$ cat config.mk
export PLATFORM = sky130hd
export DESIGN_NAME = vialu_alu
export DESIGN_NICKNAME = d
export VERILOG_FILES = /design/src/design/vialu_pkg.sv /design/src/design/vialu_alu.sv
export SDC_FILE = /design/constraint.sdc
export NUM_CORES = 1
export LEC_CHECK = 0
export ABC_AREA = 1
export BUFFER_PORTS_ARGS = -buffer_cell sky130_fd_sc_hd__buf_2
export CAP_MARGIN = 10
export CELL_PAD_IN_SITES_DETAIL_PLACEMENT = 0
export CELL_PAD_IN_SITES_GLOBAL_PLACEMENT = 1
export CORE_ASPECT_RATIO = 1.4
export CORE_MARGIN = 1.5
export CORE_UTILIZATION = 40
export DETAILED_ROUTE_END_ITERATION = 10
export MAX_ROUTING_LAYER = met4
export PLACE_DENSITY_LB_ADDON = 0.1
export SLEW_MARGIN = 15
export SYNTH_ARGS = -nofsm -noshare
export SYNTH_HDL_FRONTEND = slang
export SYNTH_SLANG_ARGS = --single-unit
$ cat constraint.sdc
create_clock -name vclk -period 7.2
set_input_delay 2.16 -clock vclk [all_inputs]
set_output_delay 2.16 -clock vclk [all_outputs]
set_load 0.02 [all_outputs]
$ cat src/design/vialu_pkg.sv
// ============================================================================
// vialu_pkg: shared types and constants for the vector integer ALU executor
// Instruction codes, item kinds, status codes and the instruction decoder.
// ============================================================================
`default_nettype none

package vialu_pkg;

  // Default sizing
  localparam int VIALU_VECTOR_BITS = 256;
  localparam int VIALU_ELEMS_PER_REG = 256;
  localparam int VIALU_REG_COUNT = 32;
  localparam int VIALU_REG_W = 5;
  localparam int VIALU_AVL_W = 10;
  localparam int VIALU_CFG_W = 10;

  // Instruction encoding
  localparam logic [6:0] OPC_VECTOR = 7'b1010111;
  localparam logic [5:0] F6_VADD = 6'b000000;
  localparam logic [5:0] F6_VSUB = 6'b000010;
  localparam logic [5:0] F6_VRSUB = 6'b000011;
  localparam logic [5:0] F6_VAND = 6'b001001;
  localparam logic [5:0] F6_VOR = 6'b001010;
  localparam logic [5:0] F6_VXOR = 6'b001011;
  localparam logic [2:0] F3_OPIVV = 3'b000;
  localparam logic [2:0] F3_OPIVI = 3'b011;

  // vtype codes
  localparam logic [2:0] SEW_CODE_8 = 3'd0;
  localparam logic [2:0] SEW_CODE_16 = 3'd1;
  localparam logic [2:0] SEW_CODE_32 = 3'd2;
  localparam logic [2:0] LMUL_CODE_1 = 3'd0;
  localparam logic [2:0] LMUL_CODE_2 = 3'd1;
  localparam logic [2:0] LMUL_CODE_4 = 3'd2;
  localparam logic [2:0] LMUL_CODE_8 = 3'd3;
  localparam logic [2:0] LMUL_CODE_HALF = 3'd7;

  typedef enum logic [1:0] {
    KIND_EXEC  = 2'd0,
    KIND_WRITE = 2'd1,
    KIND_READ  = 2'd2
  } kind_t;

  typedef enum logic [1:0] {
    STAT_DONE    = 2'd0,
    STAT_IGNORED = 2'd1,
    STAT_READ    = 2'd2
  } status_t;

  typedef enum logic [1:0] {
    CFG_AVL  = 2'd0,
    CFG_SEW  = 2'd1,
    CFG_LMUL = 2'd2
  } cfg_index_t;

  typedef enum logic [2:0] {
    ALU_ADD,
    ALU_SUB,
    ALU_RSUB,
    ALU_AND,
    ALU_OR,
    ALU_XOR
  } alu_op_t;

  typedef enum logic [2:0] {
    ST_CLEAR,
    ST_IDLE,
    ST_READ,
    ST_RUN,
    ST_DRAIN
  } state_t;

  typedef struct packed {
    alu_op_t     op;
    logic        use_imm;
    logic [31:0] imm;
  } alu_ctl_t;

  typedef struct packed {
    logic    legal;
    alu_ctl_t ctl;
  } dec_t;

  typedef struct packed {
    logic [VIALU_AVL_W-1:0] avl;
    logic [2:0]             sew_code;
    logic [2:0]             lmul_code;
  } vcfg_t;

  typedef struct packed {
    logic        load;
    logic [31:0] data;
    status_t     status;
  } res_t;

  function automatic dec_t decode(logic [31:0] w);
    dec_t d;
    logic [5:0] f6;
    logic [2:0] f3;
    f6 = w[31:26];
    f3 = w[14:12];
    d.legal = 1'b1;
    d.ctl.op = ALU_ADD;
    d.ctl.use_imm = 1'b0;
    d.ctl.imm = {{27{w[19]}}, w[19:15]};
    if (w[6:0] != OPC_VECTOR) begin
      d.legal = 1'b0;
    end else if (f6 == F6_VADD && f3 == F3_OPIVV) begin
      d.ctl.op = ALU_ADD;
    end else if (f6 == F6_VADD && f3 == F3_OPIVI) begin
      d.ctl.op = ALU_ADD;
      d.ctl.use_imm = 1'b1;
    end else if (f6 == F6_VSUB && f3 == F3_OPIVV) begin
      d.ctl.op = ALU_SUB;
    end else if (f6 == F6_VRSUB && f3 == F3_OPIVI) begin
      d.ctl.op = ALU_RSUB;
      d.ctl.use_imm = 1'b1;
    end else if (f6 == F6_VAND && f3 == F3_OPIVV) begin
      d.ctl.op = ALU_AND;
    end else if (f6 == F6_VOR && f3 == F3_OPIVV) begin
      d.ctl.op = ALU_OR;
    end else if (f6 == F6_VXOR && f3 == F3_OPIVV) begin
      d.ctl.op = ALU_XOR;
    end else begin
      d.legal = 1'b0;
    end
    // masked forms are not supported
    if (!w[25]) begin
      d.legal = 1'b0;
    end
    return d;
  endfunction

endpackage

`default_nettype wire

$ cat src/design/vialu_alu.sv
// ============================================================================
// vialu_alu: shared element ALU
// Add, subtract, reverse subtract and bitwise ops on one 32-bit element.
// ============================================================================
`default_nettype none

module vialu_alu
  import vialu_pkg::*;
(
  input  wire alu_ctl_t    ctl,
  input  wire logic [31:0] vs2_data,
  input  wire logic [31:0] vs1_data,
  output logic      [31:0] result
);

  logic [31:0] b;

  assign b = ctl.use_imm ? ctl.imm : vs1_data;

  always_comb begin
    case (ctl.op)
      ALU_ADD:  result = vs2_data + b;
      ALU_SUB:  result = vs2_data - b;
      ALU_RSUB: result = b - vs2_data;
      ALU_AND:  result = vs2_data & b;
      ALU_OR:   result = vs2_data | b;
      ALU_XOR:  result = vs2_data ^ b;
      default:  result = vs2_data + b;
    endcase
  end

endmodule

`default_nettype wire

Word level (Yosys, flattened, before mapping)
Cells that the tools add are included.
{ "classes": {"n_mux": 2, "eq_ne": 5, "add_sub_neg": 3, "bitwise": 3} }
{ "ops": {"columns": ["cell", "n"], "rows": [
  ["$pmux W32 S5", 1],
  ["$sub A32 B32 Y32", 2],
  ["$add A32 B32 Y32", 1],
  ["$and A32 B32 Y32", 1],
  ["$mux W32", 1],
  ["$or A32 B32 Y32", 1],
  ["$xor A32 B32 Y32", 1],
  ["$eq A3 B2 Y1 const B", 2],
  ["$eq A3 B3 Y1 const B", 2],
  ["$eq A3 B1 Y1 const B", 1]
]} }
{ "word_totals": {"regBits": 0, "word_cells": 13, "in_bits": 100} }

Depth between registers and ports, before layout
Gate-level depths: netlist of the first run.
{ "logic_depth": {"word_depth": 3, "mapped_depth": 23} }

Worst setup path after synthesis of the first run
Ideal clock, no wire load.
{ "synth_path": {"path_kind": "input port to output port", "from": "input port ctl[32] (netlist name)", "to": "output port result[6]", "path_buffers": 2, "arrival_time_ns": 4.631, "path_stages": 12, "setup_slack_ns": 0.409, "cell_sequence": "buf_2 -> clkbuf_1 -> nand2_1 -> o21ai_0 -> inv_1 -> ha_1 -> fa_1 -> inv_1 -> nand3_1 -> nand3_1 -> nor2_1 -> o311ai_0"} }
{ "synth_between": {"elab_chain_len": 3} }
{ "synth_lines": {"columns": ["item", "line", "text"], "rows": [
  ["start: declaration", "vialu_alu.sv:10", "input wire alu_ctl_t ctl,"],
  ["$mux W32 *", "vialu_alu.sv:18", "assign b = ctl.use_imm ? ctl.imm : vs1_data;"],
  ["$add A32 B32 Y32 (tied with other cells)", "vialu_alu.sv:22, vialu_alu.sv:28", null],
  ["$pmux W32 S5 *", "vialu_alu.sv:21", "case (ctl.op)"],
  ["end: declaration", "vialu_alu.sv:13", "output logic [31:0] result"]
]} }
Mark *: on every way between the ends. The rest lies on a longest branch, timed or not.

Final worst setup path of the first run
{ "layout_path": {"from": "input port vs2_data[23]", "to": "output port result[28]"} }
{ "layout_between": {"elab_chain_len": 2} }
{ "layout_lines": {"columns": ["item", "line", "text"], "rows": [
  ["start: declaration", "vialu_alu.sv:11", "input wire logic [31:0] vs2_data,"],
  ["$add A32 B32 Y32 (tied with other cells)", "vialu_alu.sv:22, vialu_alu.sv:28", null],
  ["$pmux W32 S5 *", "vialu_alu.sv:21", null]
]} }
Marks and branches as above.

==> results of run 1 <==
[cell type report]
type	instances	area, um^2
diodes	2	5.00
repair buffers	226	1410
multi-input cells	1160	6930
well taps	248	310
fillers	2238	9300
inverters	337	1260
[metal layers]
metal  vias up  wire length, um
li1       5166                -
met1      4431            13000
met2       316            17100
met3        79             1440
met4         0             2530
met5         -                0
[logic make-up after synthesis]
kind of cell               after synthesis
buffers and inverters                  359
and+or+nand+nor                        806
AOI/OAI and AO/OA                      183
xor gates and xnor gates                40
adders and majority gates              131
[how the worst min path moves through the flow]
stage | start | to | slack, ns | depth (start not counted)
finish | vs2_data[31] | result[31] | 4.84 | 5
global route | vs2_data[31] | result[31] | 4.88 | 5
CTS | vs2_data[31] | result[31] | 4.87 | 5
detailed placement | vs2_data[31] | result[31] | 4.86 | 5
global placement | vs2_data[31] | result[31] | 4.86 | 5
floorplan | vs2_data[18] | result[18] | 4.67 | 3
[through the flow]
step	hold WS (ns)	instance area, um^2	total power, uW	setup TNS, ns	worst slack [ns]
finish	4.84	9920	1050	0	0.121
global route	4.88	9920	1150	-0.285	-0.0426
CTS	4.87	9500	990	0	0.00529
global placement	4.86	9400	973	-1.47	-0.170
floorplan	4.67	7860	606	0	0.409
detailed placement	4.86	9400	974	-1.61	-0.182
[worst min-delay path: stages]
cell and delay [ns]:
buf_2 0.09, ha_1 0.14, a221oi_1 0.09, nand3_2 0.07
buf_4 0.13
[report_power, final]
group          internal (uW)  total [uW]  switching (uW)   leakage, uW
sequential                 0           0               0             0
combinational            371        1050             681       0.00598
clock              0.0000371   0.0000371               0  0.0000000127
total                    371        1050             681       0.00598
[placed cells by master (no fill, tap or decap), types with 6 or more instances in the layout]
master,n
a21oi_1,43
a21oi_2,13
a221oi_1,20
buf_2,124
buf_4,97
ha_1,118
ha_4,7
inv_1,329
inv_2,8
nand2_1,428
nand2_2,26
nand3_1,109
nand3_2,18
nand4_1,19
nor2_1,146
nor2_2,17
nor2_4,9
nor3_1,11
nor3_2,6
o21ai_0,48
o21ai_1,15
o21bai_1,9
o22ai_1,7
xor2_1,39
[what timing repair did]
action,CTS,global route
pin swaps,3,34
gates resized for setup,18,111
setup buffers,1,5
endpoints found under the setup margin,16,25
==> run summary, run 1 <==
Final Setup Violations - 0
endpoint class of the critical path - output pin
core area - 19200 um^2
minimum clock period - 7.08 ns
Critical Path AT - 4.92 ns
met2 global-route usage - 60.7%
status - completed
met3 Resource Use GR - 1.48%
layout cell share with drive strength beyond 1 - 20.3%
slowest CP cell - ha_1
RSZ-0062 raised after global routing - true
Die ar. - 20500 um^2
Final Util - 51.6%
hold crit path type - in -> out
top-count cell post-synth - nand2_1
Die H - 169 um
vias post-DR - 9992
CP peak stage delay - 0.40 ns
die width - 121 um
XOR/XNOR Fraction of Synth Area - 4.46%
mux contribution to synthesized area - 0%
simple-gate portion of the synthesized area - 43.1%
Compound-Gate Fraction of Synth Area - 14.0%
routed wire length per instance - 17.3 um
Inst Count DP - 1965
cell depth of the worst setup path - 21
Boundary Pins - 132
gr ovfl total - 0
worst slew pin tran - 0.756 ns
largest cells by area after synthesis - nand2_1 (21%), ha_1 (21%), inv_1 (16%), nand3_1 (7.8%), nor2_1 (7.7%)
top cells by count, synth - nand2_1 (450), inv_1 (333), nor2_1 (162)
most used cell, CP - nand2_1
Buf/Inv on CP - 3
pin count of the biggest net entering global routing - 33
post-synth top area cell - nand2_1
Top delay family on crit path - simple AND/OR/NAND/NOR gates
DR iter-0 viols - 568
GRT Max-Usage Layer - met2
Post-Route WL - 34100 um
Critical Path Fanout Max - 4
Synthesized Nets - 1750
Non-Filler Instances - 1973
Max-cap violations - 0
Reg area - 0 um^2
CTS Hold Bufs - 0
Slew headroom - 49.6%
clock buf count - 0
Layout area overhead - 26.2%
fin nets - 1956
Peak supply drop - 0.0671 mV
RePlAce Congestion - 1.05
P per Cell Area - 106 nW/um^2
dpl hpwl - 29800 um
Synth cell types - 40
first-pass GRT wire length - 50500 um
fmax - 141 MHz
DRT Pass-1 Iters - 5
initial core utilization - 40.9%
critical path cell sequence - buf_2, inv_1, nand2_2, nor3_4, nand2_1, nor3_2, a21oi_1, o21ai_1, o21ai_1, ha_1, nand2_2, nor2_2, nand2_1, nor2_1, nand2_1, nand2_1, nand2_1, nand2_1, nand2_2, nand3_2, buf_4
register area share after synthesis - 0%
Port Buffer Count - 132
period utilisation layout - 98.3%
largest family of logic cells by synthesized area - simple AND/OR/NAND/NOR gates
All-Layer GR Usage - 33.2%
Final Hold Vio Count - 0
critical path launch point type - input port
Syn Std Cell Area - 7860 um^2
row cnt - 60
Yosys top cell area share - 21.5%
fin. max-slew vios - 0
origin of the worst setup path - vs2_data[23]
remaining antenna violation count - 0
Lkg Pwr - 0.00598 uW
DRC errors left - 0
Gate Count Post-Synth - 1519
Setup CP Type - in -> out
Syn Area/Cell - 5.18 um^2
Avg Vias per Cell - 5.06
initial antenna violation count - 2
CP required - 5.04 ns
vias in the first global route - 9526
Critical Path End - result[28]
Synth warnings - 0
Adder-Cell Fraction of Synth Area - 21.0%
routing usage on met1 - 34.9%
Seq cells - 0
Note: power is estimated with default switching activity, not from simulation.
==> run 2, diff against run 1 <==
--- a/config.mk
+++ b/config.mk
@@ -14,7 +14,6 @@
 export CORE_MARGIN = 1.5
 export CORE_UTILIZATION = 40
 export DETAILED_ROUTE_END_ITERATION = 10
-export MAX_ROUTING_LAYER = met4
 export PLACE_DENSITY_LB_ADDON = 0.1
 export SLEW_MARGIN = 15
 export SYNTH_ARGS = -nofsm -noshare
==> run 2 against run 1 <==
  * Non-clock buffer count is 2 lower
  * First-iteration DRC count is 3.2% higher
  * Fmax is 0.28% higher
  * Power is 0.72% lower
  * Via count hardly changed
  * Critical path type unchanged
  * Critical endpoint is now result[26]
==> run summary, run 2 (same netlist as run 1, synthesis figures left out) <==
P per Cell Area - 106 nW/um^2 (about the same)
pin count of the biggest net entering global routing - 33 (unchanged)
Boundary Pins - 132 (unchanged)
Port Buffer Count - 132 (unchanged)
Setup CP Type - in -> out (unchanged)
Non-Filler Instances - 1970 (was 1973)
fmax - 142 MHz (was 141 MHz)
commonest non-fill, non-tap cell in the layout - nand2_1 (unchanged)
hold crit path type - in -> out (unchanged)
Max-cap violations - 0 (unchanged)
routed wire length per instance - 17.2 um (was 17.3 um)
Critical Path AT - 4.90 ns (was 4.92 ns)
DRT Pass-1 Iters - 5 (unchanged)
row cnt - 60 (unchanged)
Avg Vias per Cell - 5.07 (was 5.06)
worst slew pin tran - 0.741 ns (was 0.756 ns)
DRC errors left - 0 (unchanged)
Peak supply drop - 0.0559 mV (was 0.0671 mV)
Inst Count DP - 1963 (was 1965)
Final Hold Vio Count - 0 (unchanged)
vias in the first global route - 9733 (was 9526)
Lkg Pwr - 0.00593 uW (was 0.00598 uW)
Critical Path Fanout Max - 4 (unchanged)
CP required - 5.04 ns (about the same)
clock buf count - 0 (unchanged)
minimum clock period - 7.06 ns (was 7.08 ns)
status - completed (unchanged)
DR iter-0 viols - 586 (was 568)
dpl hpwl - 29600 um (was 29800 um)
fin. max-slew vios - 0 (unchanged)
most frequent cells in the layout - nand2_1 (428), inv_1 (326), nor2_1 (143) (was nand2_1 (428), inv_1 (329), nor2_1 (146))
Seq cells - 0 (unchanged)
RePlAce Congestion - 1.04 (was 1.05)
layout cell share with drive strength beyond 1 - 20.7% (was 20.3%)
first-pass GRT wire length - 51000 um (was 50500 um)
CTS Hold Bufs - 0 (unchanged)
Post-Route WL - 34000 um (was 34100 um)
initial core utilization - 40.9% (unchanged)
initial antenna violation count - 2 (unchanged)
gr ovfl total - 0 (unchanged)
critical path launch point type - input port (unchanged)
core area - 19200 um^2 (unchanged)
Layout area overhead - 25.5% (was 26.2%)
die width - 121 um (unchanged)
period utilisation layout - 98.0% (was 98.3%)
vias post-DR - 9989 (was 9992)
Final Setup Violations - 0 (unchanged)
All-Layer GR Usage - 32.4% (was 33.2%)
Die ar. - 20500 um^2 (unchanged)
Hold WS - 4.85 ns (was 4.84 ns)
Reg area - 0 um^2 (unchanged)
Die H - 169 um (unchanged)
Slew headroom - 50.6% (was 49.6%)
endpoint class of the critical path - output pin (unchanged)
remaining antenna violation count - 0 (unchanged)
fin nets - 1954 (was 1956)
## run 2: where the power goes
part            leakage (uW)  switching (uW)  internal (uW)
sequential                 0               0              0
clock          0.00000000634               0      0.0000186
combinational        0.00593             680            365
total                0.00593             680            365
## run 2: timing repair
item	CTS	global route
endpoints found under the setup margin	16	24
setup buffers	1	5
gates resized for setup	14	114
pin swaps	3	21
## run 2: per-layer routing
metal	track usage [%]	vias up	part of all wire, %
met3	2.29	90	4.6
met2	60.7	350	50
met4	20.0	0	7.5
li1	-	5153	-
met5	0	-	0
met1	34.8	4396	38
## run 2: path summary, 6_finish.rpt
check | startpoint | end | depth (start not counted)
worst max-delay path | vs2_data[6] | result[26] | 20
worst min-delay path | vs2_data[31] | result[31] | 5
## run 2: worst max-delay path: stages
cell and delay [ns]:
buf_2 0.12, buf_4 0.15, inv_2 0.08, nand4_4 0.11
nor2_4 0.13, nand2_4 0.08, nor2_4 0.15, nand3_2 0.10
o21ai_2 0.13, xor2_1 0.08, ha_2 0.39, nand2_2 0.09
nor2_1 0.18, nand2_1 0.10, nor3_1 0.16, nand2_1 0.13
nand3_1 0.11, nand3_1 0.14, nand3_1 0.15, buf_4 0.15
## run 2: per-stage QoR
| step | worst slack (ns) | setup TNS [ns] | power (uW) | instance area (um^2) | util [%] |
|---|---|---|---|---|---|
| 3_3_place_gp | -0.301 | -1.82 | 967 | 9390 | 48.9 |
| 3_5_place_dp | -0.249 | -1.94 | 969 | 9390 | 48.9 |
| 4_1_cts | 0.00481 | 0 | 985 | 9470 | 49.3 |
| 2_1_floorplan | 0.409 | 0 | 606 | 7860 | - |
| 6_report | 0.141 | 0 | 1040 | 9870 | 51.3 |
| 5_1_grt | -0.0336 | -0.0619 | 1150 | 9860 | 51.3 |
## run 2: cell type report
cell class	instances	area, um^2
Fill cell	2227	9350
Multi-Input combinational cell	1160	6910
Timing Repair Buffer	224	1380
Inverter	337	1260
Tap cell	248	310
Antenna cell	1	2.50
