File: src/design/vialu_pkg.sv
// ============================================================================
// vialu_pkg: shared types and constants for the vector integer ALU executor
// Instruction codes, item kinds, status codes and the instruction decoder.
// ============================================================================
`default_nettype none

package vialu_pkg;

  // Default sizing
  localparam int VIALU_VECTOR_BITS = 256;
  localparam int VIALU_ELEMS_PER_REG = 256;
  localparam int VIALU_REG_COUNT = 32;
  localparam int VIALU_REG_W = 5;
  localparam int VIALU_AVL_W = 10;
  localparam int VIALU_CFG_W = 10;

  // Instruction encoding
  localparam logic [6:0] OPC_VECTOR = 7'b1010111;
  localparam logic [5:0] F6_VADD = 6'b000000;
  localparam logic [5:0] F6_VSUB = 6'b000010;
  localparam logic [5:0] F6_VRSUB = 6'b000011;
  localparam logic [5:0] F6_VAND = 6'b001001;
  localparam logic [5:0] F6_VOR = 6'b001010;
  localparam logic [5:0] F6_VXOR = 6'b001011;
  localparam logic [2:0] F3_OPIVV = 3'b000;
  localparam logic [2:0] F3_OPIVI = 3'b011;

  // vtype codes
  localparam logic [2:0] SEW_CODE_8 = 3'd0;
  localparam logic [2:0] SEW_CODE_16 = 3'd1;
  localparam logic [2:0] SEW_CODE_32 = 3'd2;
  localparam logic [2:0] LMUL_CODE_1 = 3'd0;
  localparam logic [2:0] LMUL_CODE_2 = 3'd1;
  localparam logic [2:0] LMUL_CODE_4 = 3'd2;
  localparam logic [2:0] LMUL_CODE_8 = 3'd3;
  localparam logic [2:0] LMUL_CODE_HALF = 3'd7;

  typedef enum logic [1:0] {
    KIND_EXEC  = 2'd0,
    KIND_WRITE = 2'd1,
    KIND_READ  = 2'd2
  } kind_t;

  typedef enum logic [1:0] {
    STAT_DONE    = 2'd0,
    STAT_IGNORED = 2'd1,
    STAT_READ    = 2'd2
  } status_t;

  typedef enum logic [1:0] {
    CFG_AVL  = 2'd0,
    CFG_SEW  = 2'd1,
    CFG_LMUL = 2'd2
  } cfg_index_t;

  typedef enum logic [2:0] {
    ALU_ADD,
    ALU_SUB,
    ALU_RSUB,
    ALU_AND,
    ALU_OR,
    ALU_XOR
  } alu_op_t;

  typedef enum logic [2:0] {
    ST_CLEAR,
    ST_IDLE,
    ST_READ,
    ST_RUN,
    ST_DRAIN
  } state_t;

  typedef struct packed {
    alu_op_t     op;
    logic        use_imm;
    logic [31:0] imm;
  } alu_ctl_t;

  typedef struct packed {
    logic    legal;
    alu_ctl_t ctl;
  } dec_t;

  typedef struct packed {
    logic [VIALU_AVL_W-1:0] avl;
    logic [2:0]             sew_code;
    logic [2:0]             lmul_code;
  } vcfg_t;

  typedef struct packed {
    logic        load;
    logic [31:0] data;
    status_t     status;
  } res_t;

  function automatic dec_t decode(logic [31:0] w);
    dec_t d;
    logic [5:0] f6;
    logic [2:0] f3;
    f6 = w[31:26];
    f3 = w[14:12];
    d.legal = 1'b1;
    d.ctl.op = ALU_ADD;
    d.ctl.use_imm = 1'b0;
    d.ctl.imm = {{27{w[19]}}, w[19:15]};
    if (w[6:0] != OPC_VECTOR) begin
      d.legal = 1'b0;
    end else if (f6 == F6_VADD && f3 == F3_OPIVV) begin
      d.ctl.op = ALU_ADD;
    end else if (f6 == F6_VADD && f3 == F3_OPIVI) begin
      d.ctl.op = ALU_ADD;
      d.ctl.use_imm = 1'b1;
    end else if (f6 == F6_VSUB && f3 == F3_OPIVV) begin
      d.ctl.op = ALU_SUB;
    end else if (f6 == F6_VRSUB && f3 == F3_OPIVI) begin
      d.ctl.op = ALU_RSUB;
      d.ctl.use_imm = 1'b1;
    end else if (f6 == F6_VAND && f3 == F3_OPIVV) begin
      d.ctl.op = ALU_AND;
    end else if (f6 == F6_VOR && f3 == F3_OPIVV) begin
      d.ctl.op = ALU_OR;
    end else if (f6 == F6_VXOR && f3 == F3_OPIVV) begin
      d.ctl.op = ALU_XOR;
    end else begin
      d.legal = 1'b0;
    end
    // masked forms are not supported
    if (!w[25]) begin
      d.legal = 1'b0;
    end
    return d;
  endfunction

endpackage

`default_nettype wire

File: src/design/vialu_ctrl.sv
// ============================================================================
// vialu_ctrl: sequencer for the vector ALU executor
// Clearing pass, item dispatch, VL computation and the element loop.
// ============================================================================
`default_nettype none

module vialu_ctrl
  import vialu_pkg::*;
#(
  parameter int VECTOR_BITS = VIALU_VECTOR_BITS,
  parameter int ELEMS_PER_REGISTER = VIALU_ELEMS_PER_REG,
  localparam int EW = $clog2(ELEMS_PER_REGISTER),
  localparam int AW = VIALU_REG_W + EW
) (
  input  wire logic                   clk,
  input  wire logic                   rst,
  input  wire logic                   in_valid,
  input  wire logic [1:0]             kind,
  input  wire logic [31:0]            instr_word,
  input  wire logic [VIALU_REG_W-1:0] reg_index,
  input  wire logic [7:0]             elem_index,
  input  wire logic [31:0]            write_data,
  input  wire vcfg_t                  vcfg,
  input  wire logic                   out_busy,
  input  wire logic [31:0]            rdata_a,
  input  wire logic [31:0]            alu_res,
  output logic                        in_stall,
  output logic                        mem_we,
  output logic [AW-1:0]               mem_waddr,
  output logic [31:0]                 mem_wdata,
  output logic [AW-1:0]               mem_raddr_a,
  output logic [AW-1:0]               mem_raddr_b,
  output alu_ctl_t                    alu_ctl,
  output res_t                        res
);

  localparam int VM_W = $clog2(VECTOR_BITS + 1);
  localparam int CMP_A = (VM_W > VIALU_AVL_W) ? VM_W : VIALU_AVL_W;
  localparam int CMP_W = (CMP_A > EW + 1) ? CMP_A : EW + 1;
  localparam int EXT_W = (EW > 8) ? EW : 8;

  state_t                 state, state_next;
  logic [AW-1:0]          clr_addr, clr_addr_next;
  logic [EW:0]            rd_idx, rd_idx_next, rd_idx_inc;
  logic                   p1_valid, p1_valid_next;
  logic [EW-1:0]          p1_idx;
  logic                   rd_oob, rd_oob_next;
  logic [EW:0]            vl_q;
  logic [VIALU_REG_W-1:0] vd_q, vs2_q, vs1_q;
  alu_ctl_t               ctl_q;

  logic                   accept;
  logic                   in_range;
  logic [EXT_W-1:0]       elem_ext;
  logic [EW-1:0]          elem_addr;
  dec_t                   dec;
  logic [CMP_W-1:0]       vl_base, vlmax, vl_avl, vl_full;
  logic [EW:0]            vl_calc;
  logic                   start_run;

  assign elem_ext = EXT_W'(elem_index);
  assign elem_addr = elem_ext[EW-1:0];
  assign in_range = (32'(elem_index) < ELEMS_PER_REGISTER);
  assign dec = decode(instr_word);
  assign rd_idx_inc = rd_idx + 1'b1;
  assign alu_ctl = ctl_q;

  // VL = min(AVL, VLMAX, elements per register)
  always_comb begin
    case (vcfg.sew_code)
      SEW_CODE_8:  vl_base = CMP_W'(VECTOR_BITS / 8);
      SEW_CODE_16: vl_base = CMP_W'(VECTOR_BITS / 16);
      default:     vl_base = CMP_W'(VECTOR_BITS / 32);
    endcase
    case (vcfg.lmul_code)
      LMUL_CODE_2:    vlmax = vl_base << 1;
      LMUL_CODE_4:    vlmax = vl_base << 2;
      LMUL_CODE_8:    vlmax = vl_base << 3;
      LMUL_CODE_HALF: vlmax = vl_base >> 1;
      default:        vlmax = vl_base;
    endcase
    vl_avl = (CMP_W'(vcfg.avl) < vlmax) ? CMP_W'(vcfg.avl) : vlmax;
    vl_full = (vl_avl < CMP_W'(ELEMS_PER_REGISTER)) ? vl_avl
                                                    : CMP_W'(ELEMS_PER_REGISTER);
    vl_calc = vl_full[EW:0];
  end

  assign in_stall = (state != ST_IDLE) || out_busy;
  assign accept = in_valid && !in_stall;

  always_comb begin
    state_next = state;
    clr_addr_next = clr_addr;
    rd_idx_next = rd_idx;
    rd_oob_next = rd_oob;
    p1_valid_next = (state == ST_RUN);
    start_run = 1'b0;
    mem_we = p1_valid;
    mem_waddr = {vd_q, p1_idx};
    mem_wdata = alu_res;
    mem_raddr_a = {vs2_q, rd_idx[EW-1:0]};
    mem_raddr_b = {vs1_q, rd_idx[EW-1:0]};
    res.load = 1'b0;
    res.data = '0;
    res.status = STAT_DONE;

    case (state)
      ST_CLEAR: begin
        mem_we = 1'b1;
        mem_waddr = clr_addr;
        mem_wdata = '0;
        clr_addr_next = clr_addr + 1'b1;
        if (clr_addr == '1) begin
          state_next = ST_IDLE;
        end
      end
      ST_IDLE: begin
        mem_raddr_a = {reg_index, elem_addr};
        if (accept) begin
          case (kind)
            KIND_WRITE: begin
              mem_we = in_range;
              mem_waddr = {reg_index, elem_addr};
              mem_wdata = write_data;
              res.load = 1'b1;
            end
            KIND_READ: begin
              rd_oob_next = !in_range;
              state_next = ST_READ;
            end
            KIND_EXEC: begin
              if (!dec.legal) begin
                res.load = 1'b1;
                res.status = STAT_IGNORED;
              end else if (vl_calc == '0) begin
                res.load = 1'b1;
              end else begin
                start_run = 1'b1;
                rd_idx_next = '0;
                state_next = ST_RUN;
              end
            end
            default: begin
              res.load = 1'b1;
              res.status = STAT_IGNORED;
            end
          endcase
        end
      end
      ST_READ: begin
        res.load = 1'b1;
        res.data = rd_oob ? '0 : rdata_a;
        res.status = STAT_READ;
        state_next = ST_IDLE;
      end
      ST_RUN: begin
        rd_idx_next = rd_idx_inc;
        if (rd_idx_inc == vl_q) begin
          state_next = ST_DRAIN;
        end
      end
      ST_DRAIN: begin
        res.load = 1'b1;
        state_next = ST_IDLE;
      end
      default: begin
        state_next = ST_IDLE;
      end
    endcase
  end

  always_ff @(posedge clk) begin
    if (rst) begin
      state <= ST_CLEAR;
      clr_addr <= '0;
      rd_idx <= '0;
      p1_valid <= 1'b0;
      rd_oob <= 1'b0;
    end else begin
      state <= state_next;
      clr_addr <= clr_addr_next;
      rd_idx <= rd_idx_next;
      p1_valid <= p1_valid_next;
      rd_oob <= rd_oob_next;
    end
  end

  always_ff @(posedge clk) begin
    p1_idx <= rd_idx[EW-1:0];
    if (start_run) begin
      vl_q <= vl_calc;
      vd_q <= instr_word[11:7];
      vs2_q <= instr_word[24:20];
      vs1_q <= instr_word[19:15];
      ctl_q <= dec.ctl;
    end
  end

  // element loop never runs past VL
  a_run_in_bounds: assert property (@(posedge clk) disable iff (rst)
    state == ST_RUN |-> rd_idx < vl_q)
    else $error("element counter past VL");

  // result register is free whenever a result is produced
  a_load_free: assert property (@(posedge clk) disable iff (rst)
    res.load |-> !out_busy)
    else $error("result produced while output register is held");

  // last element write coincides with the completion result
  a_drain_write: assert property (@(posedge clk) disable iff (rst)
    state == ST_DRAIN |-> p1_valid && mem_we && res.load)
    else $error("drain without last element write");

  // the read state always returns to idle
  a_read_one: assert property (@(posedge clk) disable iff (rst)
    state == ST_READ |=> state == ST_IDLE)
    else $error("read did not return to idle");

endmodule

`default_nettype wire

File: config.mk
export PLATFORM = sky130hd
export DESIGN_NAME = vialu_ctrl
export DESIGN_NICKNAME = d
export VERILOG_FILES = /design/src/design/vialu_pkg.sv /design/src/design/vialu_ctrl.sv
export SDC_FILE = /design/constraint.sdc
export NUM_CORES = 1
export LEC_CHECK = 0
export BUFFER_PORTS_ARGS = -buffer_cell sky130_fd_sc_hd__buf_2
export CAP_MARGIN = 20
export CORE_MARGIN = 5
export CORE_UTILIZATION = 30
export DETAILED_ROUTE_END_ITERATION = 10
export SLEW_MARGIN = 20
export SYNTH_ARGS = -nofsm -noshare
export SYNTH_HDL_FRONTEND = slang
export SYNTH_SLANG_ARGS = --single-unit
File: constraint.sdc
create_clock -name clk -period 3.45 [get_ports clk]
set_clock_uncertainty 0.1 [all_clocks]
set_input_delay 0.1725 -clock clk [delete_from_list [all_inputs] [get_ports clk]]
set_output_delay 0.1725 -clock clk [all_outputs]
set_load 0.005 [all_outputs]
After elaboration in Yosys (flattened, before gate mapping)
Cells that the tools add are included.
Word-level totals
  memories: 0
  latch bits: 0
  output and inout port bits: 144
  bits in registers: 67
  bits of input ports: 163
  RAM bits: 0
  bits in read-only memories: 0
  word-level logic and storage cells: 131
Operators by class
  divide/modulo/power cells: 0
  equal/unequal tests: 30
  add/sub/neg operators: 2
  bitwise gates (word level): 0
  reductions and logical operators: 25
  shifts and indexed selects: 0
  $lt $le $gt $ge: 2
  mux-type cells: 58
  $mul: 0
Operators with widths (number)
  32-bit 2-to-1 mux: 3
  32-bit case mux with 2 select lines: 1
  9-bit 2-to-1 mux: 5
  10-bit case mux with 4 select lines: 1
  13-bit 2-to-1 mux: 3
  13-bit case mux with 2 select lines: 1
  1-bit 2-to-1 mux: 25
  3-bit 2-to-1 mux: 7
  6-bit by 4-bit equality test with 1-bit output, second input constant: 3
  9-bit case mux with 2 select lines: 1
  3-bit by 2-bit equality test with 1-bit output, second input constant: 5
  13-bit by 1-bit adder with 13-bit output, second input constant: 1
  13-bit equality test, second input constant: 1
  6-bit by 2-bit equality test with 1-bit output, second input constant: 2
  6-bit case mux with 2 select lines: 1
  10-bit less-than comparator: 1
  10-bit by 9-bit less-than comparator with 1-bit output, second input constant: 1
  10-bit 2-to-1 mux: 1
  9-bit by 1-bit adder with 9-bit output, second input constant: 1
  3-bit by 1-bit equality test with 1-bit output, second input constant: 3
  9-bit equality test: 1
  3-bit zero test: 3
  9-bit zero test: 1
  3-bit case mux with 3 select lines: 1
  other kinds (24): 44

Depth between registers and ports, before layout
Gate-level depths: netlist of run 1.
  depth in word-level cells: 15
  gate-level depth with buffers: 12
  depth with buffers taken out: 10

Least setup slack after synthesis of run 1
Ideal clock, no wire load.
  path kind: input port to flip-flop
  from: in vcfg[1] in the netlist's numbering
  to: reg ctl_q, in the netlist alu_ctl[0] (enable)
  data required time: 2.937 ns
  path buffers: 1
  slack: -0.026 ns
  library setup time: 0.413 ns
  stages on the path: 9
  data arrival time: 2.963 ns
  path through: clkbuf_1 > nor2b_1 > nor3b_1 > a21oi_1 > ha_1 > o211ai_1 > a211oi_1 > nor3_1 > nor2_1
On the way
  longest elaborated chain between the ends: 12
  elaborated cells between the ends (all ways): 15
  classes of those cells: order compare (2); eq/ne (4); mux (8); reduce/logical (1)
Ends and longest elaborated chain
  start, declared: line vialu_ctrl.sv:23  | input wire vcfg_t vcfg,
  3-bit equality test, or another cell as far along: line vialu_ctrl.sv:75  | case (vcfg.lmul_code)
  10-bit case mux with 4 select lines (*): line vialu_ctrl.sv:75
  10-bit less-than comparator: line vialu_ctrl.sv:82  | vl_avl = (CMP_W'(vcfg.avl) < vlmax) ? CMP_W'(vcfg.avl) : vlmax;
  10-bit 2-to-1 mux (*): line vialu_ctrl.sv:82
  10-bit by 9-bit less-than comparator with 1-bit output: line vialu_ctrl.sv:83  | vl_full = (vl_avl < CMP_W'(ELEMS_PER_REGISTER)) ? vl_avl
  9-bit 2-to-1 mux (*): line vialu_ctrl.sv:83
  9-bit zero test (*): line vialu_ctrl.sv:135  | end else if (vl_calc == '0) begin
  1-bit 2-to-1 mux (*): line vialu_ctrl.sv:135
  1-bit 2-to-1 mux (*): line vialu_ctrl.sv:132  | if (!dec.legal) begin
  1-bit 2-to-1 mux (*): line vialu_ctrl.sv:120  | case (kind)
  1-bit 2-to-1 mux (*): line vialu_ctrl.sv:119  | if (accept) begin
  1-bit 2-to-1 mux (*): line vialu_ctrl.sv:107  | case (state)
  named net start_run: line vialu_ctrl.sv:59  | logic start_run;
  end signal, assigned: line vialu_ctrl.sv:195  | ctl_q <= dec.ctl;
  end, declared: line vialu_ctrl.sv:50  | alu_ctl_t ctl_q;
The timed path passes the listed nets; every way through them passes the cells marked *.
A chain may end at the register's enable or synchronous reset.

==> results of run 1 <==
[per-stage QoR]
stage | hold slack [ps] | setup WS, ps | util | total power, mW | cells
2_1_floorplan | 171 | 429 | - | 0.856 | 565
3_3_place_gp | 249 | 565 | 0.396 | 0.968 | 992
3_5_place_dp | 251 | 550 | 0.396 | 0.969 | 992
4_1_cts | 60.3 | 551 | 0.428 | 1.97 | 1023
5_1_grt | 86.4 | 223 | 0.428 | 2.03 | 1024
6_report | 72.1 | 543 | 0.429 | 1.95 | 1025
[cell families (layout without fill, tap and decap cells)]
| logic type | after synthesis | after routing | share of synthesized area |
|---|---|---|---|
| xor gates and xnor gates | 20 | 20 | 0.0386 |
| buffers and inverters | 90 | 360 | 0.110 |
| other | 0 | 2 | 0 |
| AOI/OAI and AO/OA | 119 | 119 | 0.167 |
| and+or+nand+nor | 254 | 254 | 0.297 |
| adders and majority gates | 11 | 11 | 0.0304 |
| muxes | 9 | 9 | 0.0218 |
| DFF | 62 | 62 | 0.336 |
[state kept, by name (all words and copies together) (netlist names)]
| signal | count |
|---|---|
| vd_q | 5 |
| vl_q | 9 |
| vs2_q | 5 |
| p1_valid | 1 |
| clr_addr | 13 |
| alu_ctl | 9 |
| rd_idx | 9 |
| p1_idx | 8 |
| state | 3 |
[cell usage in the layout (no fill, tap or decap), types with 9 or more instances in the layout]
cell type / synthesis / layout
nand3_1: 18 / 18
ha_1: 11 / 11
clkbuf_16: 0 / 11
nor3_1: 10 / 9
nand2_1: 90 / 90
a221o_1: 10 / 10
nand3b_1: 10 / 10
buf_2: 7 / 306
and2_1: 45 / 44
edfxtp_1: 28 / 28
a21oi_1: 16 / 16
inv_1: 14 / 14
nor2_1: 20 / 19
o21ai_0: 49 / 49
or3_1: 9 / 9
dfxtp_1: 34 / 34
dlygate4sd3_1: 0 / 15
o21ai_1: 10 / 10
xor2_1: 12 / 12
[report_power, final]
group	leakage (nW)	switching [mW]	internal (mW)
sequential	0.538	0.00362	0.770
combinational	2.36	0.0843	0.110
clock	0.169	0.317	0.665
[per-layer routing]
metal | GRT usage | vias to the layer above
met2 | 0.290 | 165
met4 | 0.0445 | 0
li1 | - | 2496
met1 | 0.203 | 2113
met5 | 0 | -
met3 | 0.0384 | 15
[area by class of cell]
class	instances	area share
repair buffers	330	0.273
inverters	14	0.00816
flip-flops and latches	62	0.236
clock inverters	4	0.00757
clock buffers	12	0.0449
diodes	2	0.000777
well taps	188	0.0365
multi-input cells	413	0.393
[what timing repair did]
| item | 4_1_cts | 5_1_grt |
|---|---|---|
| hold buffers | 15 | 0 |
| resized for setup | 0 | 0 |
| endpoints found under the hold margin | 15 | 0 |
[final timing paths]
kind                             endpoint  slack, ps
worst max-delay path              res[34]        540
worst min register to register  p1_idx[1]        330
worst max register to register   state[1]       1050
worst min-delay path              vl_q[1]         70
==> results.toml, run 1 <==
[synthesis]
ys_types = 58
syn_area_mm2 = 0.00453
ys_top_cells_by_area = "edfxtp_1, dfxtp_1, nand2_1"
synth_seq_cells = 62
async_flop_share = 0
ys_warn_count = 0
synth_commonest_cells = "nand2_1, o21ai_0, and2_1"
netlist.area_leader.share = 0.185
synth_area_leader_cell = "edfxtp_1"
synth-seq-area-share = 0.336
syn-num-nets = 739
synth_cells = 565
yosys.cell_count.top_type = "nand2_1"
synth_edf_count = 28
synth_ff_type = "dfxtp_1"
syn_area_per_cell_um2 = 8.03

[finish]
multi_input_area_mm2 = 0.00253
fin_nets = 1004
syn2layout_area_growth_pct = 42.1
drive_above_1_share = 0.417
final_area_mm2 = 0.00644
register_area_mm2 = 0.00152
n_fill_cell = 1557

[clock_tree]
clock_sinks = 62
worstSkewPairLatency_ps = 320
post-cts-setup-buffers = 0
cts_tree = "done"
cts-root-buf = "clkbuf_16"
clk_path_buf_depth = 2
numCtsBuffers = 9
clk_pin_slew_ps = 50
h-tree-depth = 3

[place]
place_hpwl_mm = 12.4
dpl-instance-area_mm2 = 0.00595
gp_congestion = 0.814
portBuffers = 306

[setup_path]
rr_worst_depth = 6
max_stage_delay_ps = 570
cp_max_fo = 11
critPathCaptureType = "primary output"
slowest_stage = "nor3_1"
crit_top_cell = "a21oi_1"
crit_chain = "buf_2 -> nand2_1 -> a21oi_1 -> o32ai_1 -> a21oi_1 -> ha_1 -> a21oi_1 -> o211ai_1 -> nor3_1 -> o221ai_1 -> o21ai_0 -> buf_2"
critPathTopFamily = "compound AO/OA/AOI/OAI gates"
critPathArrivalTime_ps = 2630
worst-path-stages = 12
crit_required_ps = 3180
startpoint = "vcfg[0]"
worst-path-buf-inv = 2
crit_type = "in -> out"
critPathLaunchType = "input port"
r2r_start = "rd_idx[0]"

[power_and_ir_drop]
peakVddDrop_v = 0.000249
leakage_nw = 3.06
power_density_mw_per_mm2 = 303

[detailed_routing]
dr_wl_met3_mm = 1.09
routed_wirelength_mm = 15.4
wl_per_cell_um = 15.0
vias_per_cell = 4.67
detail-route-antenna-nets = 0
route.met2.wl_mm = 7.71
dr.pass1.iters = 4
vias = 4789
topRoutingLayerUsed = "met4"
drt-initial-drc-count = 194
drc = 0
m1WireLength_mm = 6.37

[global_route]
grt_pass1_wl_mm = 24.1
grt.total_usage = 0.165
grt_max_degree = 80
grt_overflow = 0
antenna_found_initial = 1
grt_pass1_vias = 4565

[min_path]
whs_path_depth = 2
hp-class = "in -> reg"
min_from = "vcfg[7]"

[timing]
maxSlewViolCount = 0
layout_min_cycle_time_ps = 2910
tightest_slew_ps = 962
setup_viol = 0
fmaxAchievable_mhz = 344
rsz0062_at_grt = "no"
finalCritPeriodShare = 0.843
setup_tns_ps = 0
slew_headroom = 0.359
final-hold-violation-count = 0

[outcome]
outcome = "finished, final reports clean"

[floorplanning]
fp.dieW_um = 133
dieHeight_um = 133
num_rows = 45
core_area_mm2 = 0.0150
start_util = 0.302
io_pins = 307
dieArea_mm2 = 0.0177

[run]
maxCapViolCount = 0
Power figures use the tool's default switching activity.
==> run 2: changes to the inputs <==
--- a/config.mk
+++ b/config.mk
@@ -5,6 +5,7 @@
 export SDC_FILE = /design/constraint.sdc
 export NUM_CORES = 1
 export LEC_CHECK = 0
+export ABC_AREA = 1
 export BUFFER_PORTS_ARGS = -buffer_cell sky130_fd_sc_hd__buf_2
 export CAP_MARGIN = 20
 export CORE_MARGIN = 5
==> constraint.sdc (replaced) <==
create_clock -name clk -period 2.7 [get_ports clk]
set_clock_uncertainty 0.1 [all_clocks]
set_input_delay 0.135 -clock clk [delete_from_list [all_inputs] [get_ports clk]]
set_output_delay 0.135 -clock clk [all_outputs]
set_load 0.005 [all_outputs]
==> run 2 against run 1 <==
The run now ends with setup timing left. Worst setup slack worse by 590 ps. Power up 33%. Wire length is 14% higher. Sequential power is 28% higher. Critical path depth up 9. Critical endpoint unchanged. Synthesized cell count up 32%.
==> results.toml, run 2 <==
[min_path]
hp-class = "in -> reg"

[synthesis]
synth_cells = 748
synth-seq-area-share = 0.312
synth_xor_xnor_area_share = 0.0179
synth_commonest_cells = "nand2_1, inv_1, nor2_1"
ys_top_cells_by_area = "edfxtp_1, dfxtp_1, nand2_1"
synth_fa_ha_area_frac = 0.0282
synth_area_leader_cell = "edfxtp_1"
synth_ff_type = "dfxtp_1"
syn-num-nets = 922
synthSimpleGateAreaFrac = 0.313
async_flop_share = 0
synth_top_family_by_area = "simple AND/OR/NAND/NOR gates"
syn_area_per_cell_um2 = 6.53
ys_warn_count = 0
syn_area_mm2 = 0.00488
yosys.cell_count.top_type = "nand2_1"
synth_compound_gate_area_share = 0.127
synth_edf_count = 28
ys_types = 42
synth_seq_cells = 62
netlist.area_leader.share = 0.172
synth.area.mux_share = 0

[place]
place_hpwl_mm = 13.8
portBuffers = 306
gp_congestion = 0.846
place_ws_ps = -295

[timing]
setup_viol = 1
rsz0062_at_grt = "yes"
layout_min_cycle_time_ps = 2740
setup_slack_ps = -43.6
tightest_slew_ps = 995
finalCritPeriodShare = 1.02
maxSlewViolCount = 0
fmaxAchievable_mhz = 364
final-hold-violation-count = 0
setup_tns_ps = -43.6
slew_headroom = 0.336

[finish]
syn2layout_area_growth_pct = 58.8
drive_above_1_share = 0.423
diodes = 0
regMostFlops = "clr_addr"
final_core_util = 0.486
largest_reg_flops = 13
final_cell_mix = "buf_2, inv_1, nand2_1"
fin_nets = 1252
layout_commonest_cell = "buf_2"
n_fill_cell = 1634

[clock_tree]
worstSkewPairLatency_ps = 330
clk_pin_slew_ps = 50
clock_sinks = 62
cts_tree = "done"
numCtsBuffers = 9
cts-root-buf = "clkbuf_16"
clk_path_buf_depth = 2
h-tree-depth = 3

[setup_path]
critPathCaptureType = "primary output"
cp_max_fo = 5
regToRegSetupSlack_ps = 500
critPathLaunchType = "input port"
worst-path-buf-inv = 7
crit_type = "in -> out"
critPathTopFamily = "simple AND/OR/NAND/NOR gates"
slowest_stage = "ha_4"
crit_top_cell = "nand2_4"
max_stage_delay_ps = 250
crit_chain = "buf_12 -> inv_8 -> nor3_4 -> inv_2 -> nor2_1 -> or3_4 -> inv_4 -> ha_4 -> nand2_4 -> nor3_4 -> nand2_4 -> buf_12 -> nand3_1 -> nand2_2 -> nand2_4 -> nand2_4 -> nor2_4 -> buf_6 -> a21oi_2 -> o211ai_1 -> buf_2"
crit_required_ps = 2470
critPathArrivalTime_ps = 2510

[power_and_ir_drop]
total_power_mw = 2.60
leakage_nw = 4.12
peakVddDrop_v = 0.000224
power_density_mw_per_mm2 = 335

[global_route]
grt_max_degree = 38
grt.total_usage = 0.160
grt_overflow = 0
grt_pass1_wl_mm = 24.1
antenna_found_initial = 0
grt_pass1_vias = 4865

[floorplanning]
dieArea_mm2 = 0.0189
fp.dieW_um = 138
dieHeight_um = 138
start_util = 0.306
io_pins = 307
core_area_mm2 = 0.0159
num_rows = 46

[outcome]
violations = "setup timing"
outcome = "finished with violations"

[detailed_routing]
vias = 5679
drc = 0
vias_per_cell = 4.37
routed_wirelength_mm = 17.6
dr.pass1.iters = 5
wl_per_cell_um = 13.5
drt-initial-drc-count = 260
detail-route-antenna-nets = 0

[run]
maxCapViolCount = 0
==> run 2: changes by cell type in the layout (fill, tap and decap cells not counted), sizes merged, moves of 10 or more <==
| cell | previous run | this run |
|---|---|---|
| buf | 315 | 360 |
| nand3 | 18 | 37 |
| nand4 | 5 | 18 |
| nand2 | 90 | 169 |
| a221o | 10 | 0 |
| and2 | 45 | 0 |
| inv | 14 | 158 |
| a21oi | 16 | 28 |
| nor2 | 20 | 86 |
==> run 2: metal layers <==
| layer | vias up | wire length, µm | global-route usage |
|---|---|---|---|
| li1 | 2981 | - | - |
| met1 | 2485 | 6630 | 0.193 |
| met2 | 188 | 9070 | 0.279 |
| met3 | 25 | 1490 | 0.0307 |
| met4 | 0 | 370 | 0.0632 |
| met5 | - | 0 | 0 |
==> run 2: metrics by stage <==
step	area, µm²	std cells	hold slack (ps)
floorplan	5020	748	114
global placement	6740	1249	213
detailed placement	6740	1249	214
CTS	7340	1284	33.2
global route	7750	1299	54.4
finish	7750	1299	48.8
==> run 2: cell families (layout without fill, tap and decap cells) <==
family / Yosys count / count (layout)
buffers and inverters: 220 / 553
AO/OA/AOI/OAI: 111 / 111
XOR/XNOR: 10 / 10
AND/OR/NAND/NOR: 334 / 336
flip-flops: 62 / 62
adder cells (fa/ha/maj): 11 / 11
==> run 2: worst register-to-register path, stage by stage, from the launching register on <==
cell and delay, ps:
dfxtp_1 330, ha_1 220, nand4_1 210, nor3_1 320
nand2_1 80, nand2_1 70, nand2_1 70, xor2_1 140
inv_1 50, nand4_1 100, nand2_1 120, nand4_1 140
nor3_1 150
==> run 2: power by group <==
group | internal (mW) | leakage, nW | switching (mW)
Sequential | 0.985 | 0.550 | 0.00346
Clock | 0.750 | 0.154 | 0.385
Combinational | 0.254 | 3.42 | 0.219
==> run 2: path summary, 6_finish.rpt <==
kind,cells after the start,endpoint,from
max,21,res[34],vcfg[1]
min,2,rd_idx[2],rst
max reg2reg,12,state[2],rd_idx[1]
min reg2reg,0,p1_idx[6],rd_idx[6]
==> run 2: repair_timing <==
item | 4_1_cts | 5_1_grt
endpoints found under the setup margin | 4 | 79
cloned | 0 | 5
setup buffers | 4 | 10
hold endpoints to repair | 15 | 0
hold buffers | 15 | 0
gates resized for setup | 26 | 55
pin swaps | 10 | 33
==> run 2: layout make-up <==
class | instances | area (µm²) | area share
Timing Repair Buffer | 377 | 2270 | 0.293
Clock inverter | 2 | 11.3 | 0.00145
Inverter | 160 | 649 | 0.0838
Multi-Input combinational cell | 468 | 2730 | 0.353
Tap cell | 216 | 270 | 0.0349
Clock buffer | 14 | 295 | 0.0381
Sequential cell | 62 | 1520 | 0.196
==> run 3: changes to the inputs <==
--- a/config.mk
+++ b/config.mk
@@ -11,6 +11,7 @@
 export CORE_MARGIN = 5
 export CORE_UTILIZATION = 30
 export DETAILED_ROUTE_END_ITERATION = 10
+export RECOVER_POWER = 50
 export SLEW_MARGIN = 20
 export SYNTH_ARGS = -nofsm -noshare
 export SYNTH_HDL_FRONTEND = slang
==> run 3 against run 2 <==
The flow still finishes with violations (setup timing). Non-clock buffer count unchanged. Power about the same. Global-route usage unchanged. Register-to-register slack got worse by 90 ps. Largest cell class unchanged. Sequential power about the same. Critical path type unchanged. Hold slack got worse by 0.94 ps. Design area decreased by 0.34%. Critical endpoint unchanged.
==> results.toml, run 3 (same netlist as run 2, synthesis figures left out) <==
[floorplanning]
core_area_mm2 = 0.0159
num_rows = 46
dieHeight_um = 138
io_pins = 307
start_util = 0.306
dieArea_mm2 = 0.0189
fp.dieW_um = 138

[detailed_routing]
routed_wirelength_mm = 17.6
drt-initial-drc-count = 244
dr.pass1.iters = 5
route.met2.wl_mm = 9.08
drc = 0
vias_per_cell = 4.39
m1WireLength_mm = 6.62
topRoutingLayerUsed = "met4"
vias = 5699
wl_per_cell_um = 13.5
detail-route-antenna-nets = 0
dr_wl_met3_mm = 1.46

[finish]
final_cell_mix = "buf_2, inv_1, nand2_1"
diodes = 0
regMostFlops = "clr_addr"
syn2layout_area_growth_pct = 58.3
fin_nets = 1252
final_core_util = 0.485
drive_above_1_share = 0.411
largest_reg_flops = 13
final_area_mm2 = 0.00772
layout.cells.non_filler = 1299
layout_commonest_cell = "buf_2"

[min_path]
min_delay_worst_endpoint = "rd_idx[1]"
hp-class = "in -> reg"
min_from = "rst"
whs_path_depth = 2

[global_route]
antenna_found_initial = 0
grt_overflow = 0
grt_max_degree = 38
grt.total_usage = 0.160
grt_pass1_vias = 4865
grt_pass1_wl_mm = 24.1

[setup_path]
critPathArrivalTime_ps = 2510
crit_chain = "buf_12 -> inv_8 -> nor3_4 -> inv_2 -> nor2_1 -> or3_4 -> inv_4 -> ha_4 -> nand2_4 -> nor3_4 -> nand2_4 -> buf_12 -> nand3_1 -> nand2_2 -> nand2_4 -> nand2_4 -> nor2_4 -> buf_6 -> a21oi_2 -> o211ai_1 -> buf_2"
critPathCaptureType = "primary output"
crit_top_cell = "nand2_4"
max_stage_delay_ps = 250
slowest_stage = "ha_4"
crit_required_ps = 2470
critPathLaunchType = "input port"
worst-path-buf-inv = 7
regToRegSetupSlack_ps = 410
critPathTopFamily = "simple AND/OR/NAND/NOR gates"
r2r_start = "rd_idx[1]"
rr_worst_depth = 13
cp_max_fo = 5
crit_type = "in -> out"
rr_endpoint = "state[2]"

[power_and_ir_drop]
p_comb_frac = 0.182
swShare = 0.235
leakage_nw = 4.07
peakVddDrop_v = 0.000225
power.switching_mw = 0.609
p_int_mw = 1.99
seq_power_share = 0.380
power_density_mw_per_mm2 = 336
power_frac_clock = 0.438

[place]
place_inst = 1249
place_hpwl_mm = 13.8
dpl-instance-area_mm2 = 0.00674
portBuffers = 306
gp_congestion = 0.846

[timing]
setup_viol = 1
tightest_slew_ps = 993
whs_ps = 47.8
fmaxAchievable_mhz = 364
setup_slack_ps = -43.5
layout_min_cycle_time_ps = 2740
rsz0062_at_grt = "yes"
final-hold-violation-count = 0
finalCritPeriodShare = 1.02
maxSlewViolCount = 0
slew_headroom = 0.337

[clock_tree]
cts_tree = "done"
worstSkewPairLatency_ps = 330
clk_pin_slew_ps = 50
numCtsBuffers = 9
clk_path_buf_depth = 2
h-tree-depth = 3
clock_sinks = 62
cts-root-buf = "clkbuf_16"

[outcome]
violations = "setup timing"
outcome = "finished with violations"

[run]
maxCapViolCount = 0
[run 3: area by class of cell]
class	count	area (µm²)
clock buffers	14	295
inverters	160	649
multi-input cells	468	2730
repair buffers	377	2240
well taps	216	270
fillers	1644	8220
clock inverters	2	11.3
flip-flops and latches	62	1520
[run 3: routing by layer]
layer | global-route usage | vias to the layer above
li1 | - | 2982
met1 | 0.193 | 2503
met2 | 0.279 | 190
met3 | 0.0307 | 24
met4 | 0.0632 | 0
met5 | 0 | -
[run 3: worst max-delay path by stage]
| stage | to | startpoint | slack (ps) | cells past startpoint |
|---|---|---|---|---|
| 2_1_floorplan | alu_ctl[0] | vcfg[4] | -420 | 18 |
| 3_3_place_gp | vl_q[5] | vcfg[4] | -250 | 21 |
| 3_5_place_dp | vl_q[6] | vcfg[0] | -290 | 20 |
| 4_1_cts | res[34] | vcfg[2] | -100 | 22 |
| 5_1_grt | res[34] | vcfg[1] | -210 | 23 |
| 6_report | res[34] | vcfg[1] | -40 | 21 |
[run 3: what timing repair did]
action	in CTS	in global routing
hold endpoints to repair	15	0
setup buffers	4	10
setup endpoints to repair	4	79
resized for setup	26	55
hold buffers	15	0
pin swaps	10	33
gates cloned	0	5
[run 3: power by group through the flow]
stage / Combinational (mW) / Sequential [mW] / Clock (mW)
global placement: 0.344 / 1.01 / 0
finish: 0.473 / 0.988 / 1.14
floorplan: 0.152 / 1.01 / 0
detailed placement: 0.349 / 1.01 / 0
CTS: 0.398 / 0.988 / 1.16
global route: 0.520 / 0.988 / 1.21
[run 3: metrics by stage]
stage,setup slack (ps),setup TNS (ps),power (mW)
global route,-206,-2860,2.71
finish,-43.5,-43.5,2.60
detailed placement,-295,-10510,1.36
CTS,-97.7,-97.7,2.55
global placement,-252,-8860,1.35
floorplan,-421,-11770,1.16
